File: src/rtl/jsu_pkg.sv
// jsu_pkg: shared types and symbol codes for the jacobi symbol unit
`default_nettype none
package jsu_pkg;

    localparam logic [1:0] SYM_ZERO = 2'b00;
    localparam logic [1:0] SYM_POS  = 2'b01;
    localparam logic [1:0] SYM_NEG  = 2'b11;

    typedef struct packed {
        logic valid;
        logic neg;
        logic bad;
    } t_step_ctl;

endpackage
`default_nettype wire

File: src/rtl/jsu_core_stage.sv
// jsu_core_stage: one step of the binary jacobi iteration
`default_nettype none
module jsu_core_stage
    import jsu_pkg::*;
#(
    parameter int W = 32
) (
    input  wire logic         i_clk,
    input  wire logic         i_rst_n,
    input  wire logic         i_en,
    input  wire t_step_ctl    i_ctl,
    input  wire logic [W-2:0] i_a,
    input  wire logic [W-2:0] i_b,
    output t_step_ctl         o_ctl,
    output logic [W-2:0]      o_a,
    output logic [W-2:0]      o_b
);
    logic [W-2:0] n_a;
    logic [W-2:0] n_b;
    logic         n_neg;
    logic         r_valid;
    t_step_ctl    r_ctl;
    logic [W-2:0] r_a;
    logic [W-2:0] r_b;

    // neg field carries the running sign of the symbol
    always_comb begin
        n_a   = i_a;
        n_b   = i_b;
        n_neg = i_ctl.neg;
        if (i_a == '0) begin
            n_a = i_a;
        end else if (!i_a[0]) begin
            n_a = i_a >> 1;
            if (i_b[2:0] == 3'd3 || i_b[2:0] == 3'd5) begin
                n_neg = ~i_ctl.neg;
            end
        end else if (i_a >= i_b) begin
            n_a = i_a - i_b;
        end else begin
            n_a = i_b - i_a;
            n_b = i_a;
            if (i_a[1:0] == 2'd3 && i_b[1:0] == 2'd3) begin
                n_neg = ~i_ctl.neg;
            end
        end
    end

    always_ff @(posedge i_clk) begin
        if (!i_rst_n) begin
            r_valid <= 1'b0;
        end else if (i_en) begin
            r_valid <= i_ctl.valid;
        end
    end

    always_ff @(posedge i_clk) begin
        if (i_en) begin
            r_ctl <= '{valid: i_ctl.valid, neg: n_neg, bad: i_ctl.bad};
            r_a   <= n_a;
            r_b   <= n_b;
        end
    end

    always_comb begin
        o_ctl       = r_ctl;
        o_ctl.valid = r_valid;
    end
    assign o_a = r_a;
    assign o_b = r_b;
endmodule
`default_nettype wire

File: config.mk
export PLATFORM = sky130hd
export DESIGN_NAME = jsu_core_stage
export DESIGN_NICKNAME = d
export VERILOG_FILES = /design/src/rtl/jsu_pkg.sv /design/src/rtl/jsu_core_stage.sv
export SDC_FILE = /design/constraint.sdc
export NUM_CORES = 1
export LEC_CHECK = 0
export BUFFER_PORTS_ARGS = -buffer_cell sky130_fd_sc_hd__buf_2
export CORE_ASPECT_RATIO = 1.25
export CORE_MARGIN = 4
export CORE_UTILIZATION = 45
export DETAILED_ROUTE_END_ITERATION = 8
export PLACE_DENSITY = 0.68
export SYNTH_ARGS = -nofsm -noshare
export SYNTH_HDL_FRONTEND = slang
export SYNTH_SLANG_ARGS = --single-unit
export TNS_END_PERCENT = 1
File: constraint.sdc
create_clock -name i_clk -period 8.85 [get_ports i_clk]
set_input_delay 1.77 -clock i_clk [delete_from_list [all_inputs] [get_ports i_clk]]
set_output_delay 1.77 -clock i_clk [all_outputs]
set_load 0.1 [all_outputs]
==> results by group <==
Run status
  • Status: finished clean

Global route
  • All-layer global routing usage: 0.215
  • Largest net degree at the start of global routing: 60
  • Vias in the first global route: 5545
  • Grt total ovfl: 0
  • First-pass GRT wire length: 27.6 mm
  • Initial antenna violation count: 0

Clock tree
  • Clk slew on worst S/H paths: approximately 0.05 ns
  • Worst-skew pair later-pin latency: roughly 0.33 ns
  • Num CTS Buffers: 9
  • TritonCTS clock tree: yes
  • Post-CTS Resized: 0
  • Root Driver: clkbuf_16
  • Cts hold-fix bufs: 0
  • CTS Sinks: 65
  • Clock Path Buffers: 2
  • Postcts setup bufs: 0
  • H-tree depth: 3

Routing
  • Post-detailed-route count of antenna-violating nets: 0
  • First DRT Iteration DRCs: between 300 and 400
  • Via count: between 5000 and 6000
  • WL final: 16.8 mm
  • DRT Pass-1 Iters: 9
  • DRC viols: 0
  • Wire per inst: 16.8 microns
  • Vias per std cell: around 5.6

STA
  • Final WS setup: 3.10 ns
  • Final Max Slew Viols: 0
  • Worst-margin pin slew: 0.834 ns
  • Post-Route Skew: 0 ns
  • Worst rel slew slack: 0.443
  • Post-route minimum period: between 5 and 6 ns
  • Max Clk Rate: about 0.17 GHz
  • Final period utilization: 0.650
  • Final setup viols: 0
  • Post-route setup TNS: 0 ns
  • Unrepaired setup endpoints after global routing: no
  • Hold Violations, Final: 0

Worst setup path
  • Startpoint types: primary input
  • Critical Path Max Stage Delay: a little under 0.7 ns
  • Crit path DAT: about 5.8 ns
  • Setup CP Type: in -> reg
  • Crit. End Element: flop
  • Critical Path Fanout Max: 59
  • R2R Path Start: r_valid$_SDFFE_PN0P_
  • Critical path data required time: 8.92 ns
  • Slowest-stage cell, CP: nand2_1
  • Critical Path Start: i_a[0]
  • Crit path top cell by count: buf_4
  • Worst path cell trace: buf_2 -> buf_4 -> clkinv_1 -> ha_1 -> nand4_1 -> nor3_1 -> nand3_1 -> o211ai_2 -> a41oi_4 -> nand2_1 -> buf_4 -> o41ai_1 -> xor2_1

Layout
  • Multi-input logic area: 0.00369 sq mm
  • Fill count: 1286
  • Register area: 0.00194 sq mm
  • Layout cells sized above 1: 0.210
  • Area Overhead vs Synth: 14.5%
  • N_diodes: 0
  • Nets@finish: ~950

Logic synthesis
  • Post-synth top area share: 0.312
  • Post-Syn Area: a little over 0.006 sq mm
  • Netlist cell types: roughly 70
  • Ys flop type: edfxtp_1
  • Gate count of the mapped netlist: between 700 and 800
  • FF+latch count, synth: 65
  • Post-synth EDFFs: 64
  • Sequential element share of the synthesized area: 0.315
  • Synthesized area per cell: about 8.6 sq um
  • Yosys top cell by area: edfxtp_1
  • Synthesis Warnings: 0
  • Net Count, Synth: 848
  • Synth top area cells: edfxtp_1 31%, ha_1 12%, a21oi_1 7.6%
  • Asr flop ratio synth: 0

Placed design
  • # port buffers: between 100 and 150
  • DP HPWL: approximately 13 mm
  • RePlAce Congestion: around 0.95
  • Setup WS pre-CTS: ~2.7 ns

Power and ir drop
  • Lkg Pwr: 3.30 nW
  • Pwr Density: 191 mW/mm^2
  • Worst vdd ir: 0.0000933 V

Floorplanning
  • Initial core utilization: 0.461
  • Die Y: 139 microns
  • Core Rows: between 40 and 50
  • I/O pins: 133
  • Die width: about 110 microns
  • Die area: ~0.016 sq mm
  • Core Region: about 0.013 sq mm

Hold path
  • Min-Delay Startpoint: r_valid$_SDFFE_PN0P_
  • Worst min-delay path category: reg -> reg

Job
  • Max-cap violation count: 0
## flip-flops by register name (all words and copies together), names as in the netlist
name / cells
o_b: 31
o_ctl: 2
o_a: 31
r_valid: 1
## cells in the mapped netlist, types with 8 or more instances
cell	number
xor2_1	13
xnor2_1	14
buf_2	19
nand2_1	69
nand3_1	13
mux2_2	8
nor3_1	9
o21ai_0	52
clkbuf_1	11
a21oi_1	93
nor2_1	43
nor4_1	9
nand4_1	14
inv_1	67
a21o_1	21
mux2i_1	13
ha_1	61
edfxtp_1	64
o21bai_1	13
## per-layer routing
metal,vias to the layer above,track usage,wire [microns]
met2,181,0.375,8440
li1,2780,-,-
met3,42,0.0423,926
met4,0,0.0835,558
met1,2579,0.257,6850
met5,-,0,0
## cells in the final DEF, fill, tap and decap left out, types with 5 or more instances in the layout
cell type and n:
edfxtp_1 64, nand2b_1 5, o21ai_0 52, o21bai_1 13, a21oi_1 93, a21o_1 21, xor2_1 13, inv_1 67
o21a_1 6, xnor2_1 14, nand4_1 14, o211ai_1 6, a211oi_1 5, ha_1 61, nor3_1 9, mux2i_1 13
nand2_1 69, buf_2 132, nor4_1 9, nand3_1 13, clkbuf_16 9, buf_4 5, mux2_2 8, nor2_1 43
## power by group
group / total, W / switching [W] / internal [W]
Clock: 0.000316 / 0.000130 / 0.000186
Sequential: 0.000395 / 0.00000840 / 0.000387
Combinational: 0.000637 / 0.000485 / 0.000152
Total: 0.00135 / 0.000623 / 0.000724
## cells by family (layout without fill, tap and decap cells)
| kind of cell | count (synthesis) | count (layout) | share of synthesized area |
|---|---|---|---|
| compound gates | 235 | 235 | 0.240 |
| xor+xnor | 27 | 27 | 0.0384 |
| fa+ha+maj | 63 | 63 | 0.130 |
| buf+inv | 112 | 220 | 0.0858 |
| flops | 65 | 65 | 0.315 |
| mux | 21 | 21 | 0.0358 |
| simple gates | 194 | 194 | 0.154 |
## worst paths after layout
path | to | slack (ns) | cells past startpoint
worst max-delay path | o_ctl[1]$_DFFE_PP_ | 3.10 | 13
worst min-delay path | r_valid$_SDFFE_PN0P_ | 0.52 | 2
worst max register to register | r_valid$_SDFFE_PN0P_ | 8.26 | 2
worst min register to register | r_valid$_SDFFE_PN0P_ | 0.52 | 2
## final cells by class
type,count,share of cell area
clock buffer,11,0.0330
clock inverter,4,0.00302
inverter,68,0.0362
multi-input combinational,540,0.523
sequential,65,0.275
tap,171,0.0303
timing repair buffer,137,0.0990
## worst max-delay path, delay by kind of cell
kind | cells | cell delay, ns
adder cells (fa/ha/maj) | 1 | 0.40
AND/OR/NAND/NOR | 4 | 0.94
XOR/XNOR | 1 | 0.11
buffers and inverters | 4 | 1.46
AO/OA/AOI/OAI | 3 | 1.12
## through the flow
step / total power (W) / util / hold slack (ns) / cell area, sq um / std cells
2_1_floorplan: 0.000920 / - / 0.484 / 6160 / 717
4_1_cts: 0.00136 / 0.528 / 0.525 / 7050 / 996
3_3_place_gp: 0.00103 / 0.509 / 0.493 / 6800 / 981
3_5_place_dp: 0.00103 / 0.509 / 0.509 / 6800 / 981
6_report: 0.00135 / 0.528 / 0.520 / 7050 / 996
5_1_grt: 0.00142 / 0.528 / 0.558 / 7050 / 996
Note: power is estimated with default switching activity, not from simulation.
