$ cat config.mk
export PLATFORM = sky130hd
export DESIGN_NAME = jsu_mod_stage
export DESIGN_NICKNAME = d
export VERILOG_FILES = /design/src/rtl/jsu_pkg.sv /design/src/rtl/jsu_mod_stage.sv
export SDC_FILE = /design/constraint.sdc
export NUM_CORES = 1
export LEC_CHECK = 0
export ABC_CLOCK_PERIOD_IN_PS = 7200
export BUFFER_PORTS_ARGS = -buffer_cell sky130_fd_sc_hd__buf_2
export CAP_MARGIN = 30
export CORE_MARGIN = 10
export CORE_UTILIZATION = 50
export CTS_BUF_LIST = sky130_fd_sc_hd__clkbuf_2
export CTS_CLUSTER_SIZE = 28
export DETAILED_ROUTE_END_ITERATION = 12
export GPL_ROUTABILITY_DRIVEN = 0
export PLACE_DENSITY = 0.85
export SLEW_MARGIN = 20
export SYNTH_ARGS = -nofsm -noshare
export SYNTH_HDL_FRONTEND = slang
export SYNTH_SLANG_ARGS = --single-unit
$ cat constraint.sdc
create_clock -name i_clk -period 7.2 [get_ports i_clk]
set_input_delay 0.72 -clock i_clk [delete_from_list [all_inputs] [get_ports i_clk]]
set_output_delay 0.72 -clock i_clk [all_outputs]
set_load 0.03 [all_outputs]
$ cat src/rtl/jsu_pkg.sv
// jsu_pkg: shared types and symbol codes for the jacobi symbol unit
`default_nettype none
package jsu_pkg;

    localparam logic [1:0] SYM_ZERO = 2'b00;
    localparam logic [1:0] SYM_POS  = 2'b01;
    localparam logic [1:0] SYM_NEG  = 2'b11;

    typedef struct packed {
        logic valid;
        logic neg;
        logic bad;
    } t_step_ctl;

endpackage
`default_nettype wire

$ cat src/rtl/jsu_mod_stage.sv
// jsu_mod_stage: one restoring step of the numerator reduction modulo b
`default_nettype none
module jsu_mod_stage
    import jsu_pkg::*;
#(
    parameter int W = 32
) (
    input  wire logic         i_clk,
    input  wire logic         i_rst_n,
    input  wire logic         i_en,
    input  wire t_step_ctl    i_ctl,
    input  wire logic [W-1:0] i_mag,
    input  wire logic [W-2:0] i_rem,
    input  wire logic [W-2:0] i_b,
    output t_step_ctl         o_ctl,
    output logic [W-1:0]      o_mag,
    output logic [W-2:0]      o_rem,
    output logic [W-2:0]      o_b
);
    logic [W-1:0] ext;
    logic [W-1:0] dif;
    logic [W-2:0] n_rem;
    logic         r_valid;
    t_step_ctl    r_ctl;
    logic [W-1:0] r_mag;
    logic [W-2:0] r_rem;
    logic [W-2:0] r_b;

    always_comb begin
        ext   = {i_rem, i_mag[W-1]};
        dif   = ext - {1'b0, i_b};
        n_rem = (ext >= {1'b0, i_b}) ? dif[W-2:0] : ext[W-2:0];
    end

    always_ff @(posedge i_clk) begin
        if (!i_rst_n) begin
            r_valid <= 1'b0;
        end else if (i_en) begin
            r_valid <= i_ctl.valid;
        end
    end

    always_ff @(posedge i_clk) begin
        if (i_en) begin
            r_ctl <= i_ctl;
            r_mag <= {i_mag[W-2:0], 1'b0};
            r_rem <= n_rem;
            r_b   <= i_b;
        end
    end

    always_comb begin
        o_ctl       = r_ctl;
        o_ctl.valid = r_valid;
    end
    assign o_mag = r_mag;
    assign o_rem = r_rem;
    assign o_b   = r_b;
endmodule
`default_nettype wire

==> qor.log <==
INFO  outcome        run_status=completed
INFO  worst_setup_path worst-endpoint-arrival=3.61ns
INFO  global_route   grt_pass1_wl=21800um
INFO  worst_setup_path worst_path_dominant_cell_family=compound AO/OA/AOI/OAI gates
INFO  sta            final_hold_viol_count=0
INFO  synth          postSynthRegisterBits=96
INFO  sta            finalClockSkew=0ns
INFO  sta            finalCritPeriodShare=45.1%
INFO  die            placement_rows=36
INFO  placed_design  place.port_buffers=195
INFO  sta            timing.final.crit_period=3.25ns
INFO  die            die_h=121um
INFO  global_route   number_of_global_route_vias_before_repair=4285
INFO  sta            setup_slack=3.95ns
INFO  synth          number_of_unique_standard_cell_types_used_by_synthesis=58
INFO  die            floorplan.io_pins=197
INFO  clock_network  numCtsBuffers=9
INFO  clock_network  cts-resized-gates=0
INFO  routing        via_count=4121
INFO  clock_network  ctsHoldBuffers=0
INFO  die            die_width=121um
INFO  placed_design  placement.setup.worst_slack=3.34ns
INFO  final_layout   most_frequent_cells_in_the_layout=194 x buf_2, 95 x edfxtp_1, 48 x a21oi_1
INFO  synth          count_of_yosys_warnings_during_synthesis=0
INFO  worst_setup_path worst_path_fanout_max=37
INFO  routing        vias_per_cell=5.37
INFO  worst_setup_path crit_buf_inv=2
INFO  worst_setup_path worstSetupPathType=input pin to flip-flop
INFO  final_layout   post-route-util=63.8%
INFO  clock_network  cts_htree_levels=3
INFO  worst_setup_path crit_start=i_mag[31]
INFO  sta            rsz0062_at_grt=no
INFO  synth          synth_ff_type=edfxtp_1
INFO  final_layout   drive_above_1_share=35.8%
INFO  die            initial_cell_density_of_the_core=51.7%
INFO  power          pwr_dens=222nW/um^2
INFO  clock_network  worst_skew_pair.late_latency=0.59ns
INFO  routing        detail_route.first_pass.iterations=6
INFO  global_route   overflow=0
INFO  worst_setup_path worstPathRequired=7.56ns
INFO  sta            final.setup.tns=0ns
INFO  synth          synth_top_area_share=56.2%
INFO  power          total_power=0.00139W
INFO  power          irDropWorstVdd=98.4uV
INFO  worst_setup_path setup.worst_path.start_class=input pin
INFO  global_route   pin_count_of_the_biggest_net_entering_global_routing=62
INFO  final_layout   multi_input_comb_area=1960squm
INFO  synth          mappedNetlistArea=5070squm
INFO  clock_network  clkSinkCount=96
INFO  power          power.static_leakage=2.83nW
INFO  routing        wire_per_inst=18.5um
INFO  sta            finalSetupViolCount=0
INFO  worst_setup_path worst_r2r_startpoint=r_valid$_SDFFE_PN0P_
INFO  final_layout   num-fill-cells=803
INFO  routing        detail_route.wirelength=14200um
INFO  synth          seq_area_frac_synth=56.6%
INFO  worst_setup_path crit_path_max_incr_delay=0.73ns
INFO  worst_setup_path crit_chain=buf_2 -> inv_1 -> ha_1 -> fa_1 -> nand2b_1 -> a21oi_1 -> o21ai_1 -> a21boi_1 -> nor3_2 -> o21ai_4 -> o211ai_1 -> nor3b_1
INFO  clock_network  clockBufferDepth=2
INFO  global_route   gr-usage-all-layers=18.9%
INFO  final_layout   sequential_cell_area_in_the_final_layout=2870squm
INFO  global_route   antenna_found_initial=0
INFO  hold_path      min_path_type=input pin to flip-flop
INFO  final_layout   num-nets-final=761
INFO  placed_design  hpwl=11500um
INFO  routing        route.antenna.remaining_nets=0
INFO  sta            worst_slew_pin_slew=0.889ns
INFO  synth          async_reset_ff_share=0%
INFO  synth          synth_edf_count=95
INFO  sta            final_max_slew_viol_count=0
INFO  final_layout   finish.cell_count_without_fillers=768
INFO  synth          postSynthCellCount=435
INFO  synth          avgSynthCellArea=11.7squm
INFO  placed_design  placed_cells=751
INFO  clock_network  clkSlewWorstSetupHoldPaths=0.26ns
INFO  synth          synth.area.top_cells=edfxtp_1 56%, ha_1 7.6%, a21oi_1 4.7%
INFO  final_layout   commonest_non_fill_non_tap_cell_in_the_layout=buf_2
INFO  hold_path      hp-start=i_mag[25]
INFO  worst_setup_path critical_path.slowest_cell=o21ai_4
INFO  die            floorplan.core_area=9820squm
INFO  worst_setup_path critical_path_sink_type=flip-flop
INFO  die            die_area=14600squm
INFO  clock_network  cts_root_buf=clkbuf_2
INFO  final_layout   syn_to_final_growth=23.4%
INFO  clock_network  post_cts.repair.setup_buffers=0
INFO  sta            max_slew_margin=40.5%
INFO  synth          post-synth-top-area-cell=edfxtp_1
INFO  sta            fmax=0.308GHz
INFO  clock_network  cts_tree=done
INFO  routing        drt-initial-drc-count=377
INFO  flow_run       max-cap-violations=0
INFO  synth          postSynthNetCount=567
INFO  routing        drc=0
==> cells by family after synthesis <==
family / synth area share (%)
and+or+nand+nor: 9.32
AOI/OAI and AO/OA: 16.6
buffers and inverters: 4.66
adders and majority gates: 8.04
DFF: 56.6
muxes: 0.197
other: 0.0739
xor gates and xnor gates: 4.49
==> per-layer routing <==
| metal | global-route usage [%] | wire length, um | vias up |
|---|---|---|---|
| li1 | - | - | 1984 |
| met1 | 20.3 | 5350 | 1895 |
| met2 | 32.6 | 6970 | 217 |
| met3 | 7.21 | 1560 | 25 |
| met4 | 7.99 | 300 | 0 |
| met5 | 0 | 0 | - |
==> registers in the layout, indices dropped and copies added, names as in the netlist <==
register and cells:
o_b 31, o_rem 31, o_ctl 2, o_mag 31, r_valid 1
==> where the power goes <==
group / total (W) / switching, W / internal [W]
Clock: 0.000267 / 0.000184 / 0.0000826
Combinational: 0.000427 / 0.000286 / 0.000140
Sequential: 0.000698 / 0.0000134 / 0.000684
==> layout make-up <==
| cell class | instances | share of cell area (%) |
|---|---|---|
| tap | 133 | 2.66 |
| timing repair buffer | 196 | 15.7 |
| multi-input combinational | 285 | 31.4 |
| sequential | 96 | 45.9 |
| clock buffer | 10 | 0.799 |
| clock inverter | 6 | 1.06 |
| antenna | 1 | 0.0400 |
| inverter | 41 | 2.46 |
==> cells in the mapped netlist (2+ instances only) <==
cell / number
clkbuf_1: 3
xor2_1: 14
a21oi_2: 2
nor2_1: 29
nor4_1: 2
buf_2: 3
a21boi_1: 2
nand4_1: 6
o21bai_1: 3
o211ai_1: 4
or3_1: 4
nand2b_1: 4
a31oi_1: 3
edfxtp_1: 95
a211oi_1: 3
o21ai_1: 14
o21ai_0: 12
a21boi_0: 2
nand2_1: 30
a21oi_1: 48
nor3_1: 4
o21a_1: 3
xnor2_1: 12
buf_4: 6
inv_1: 41
nand3_1: 8
ha_1: 31
a21o_1: 16
o2111ai_1: 2
==> path summary, 6_finish.rpt <==
path,slack (ns),cells past startpoint,endpoint
worst min register to register,0.57,2,r_valid$_SDFFE_PN0P_
worst max-delay path,3.95,12,o_rem[30]$_DFFE_PP_
worst min-delay path,0.28,1,o_mag[26]$_DFFE_PP_
worst max register to register,6.57,2,r_valid$_SDFFE_PN0P_
==> worst reg2reg max path: stages, from the launching register on <==
cell	delay (ns)
dfxtp_1	0.37
mux2i_1	0.14
nor2b_1	0.06
==> per-stage QoR <==
step	hold WS [ns]	instance area, sq um
2_1_floorplan	0.484	5070
3_3_place_gp	0.491	6140
3_5_place_dp	0.539	6140
4_1_cts	0.233	6260
5_1_grt	0.193	6260
6_report	0.279	6260
(Power assumes the default switching activity.)
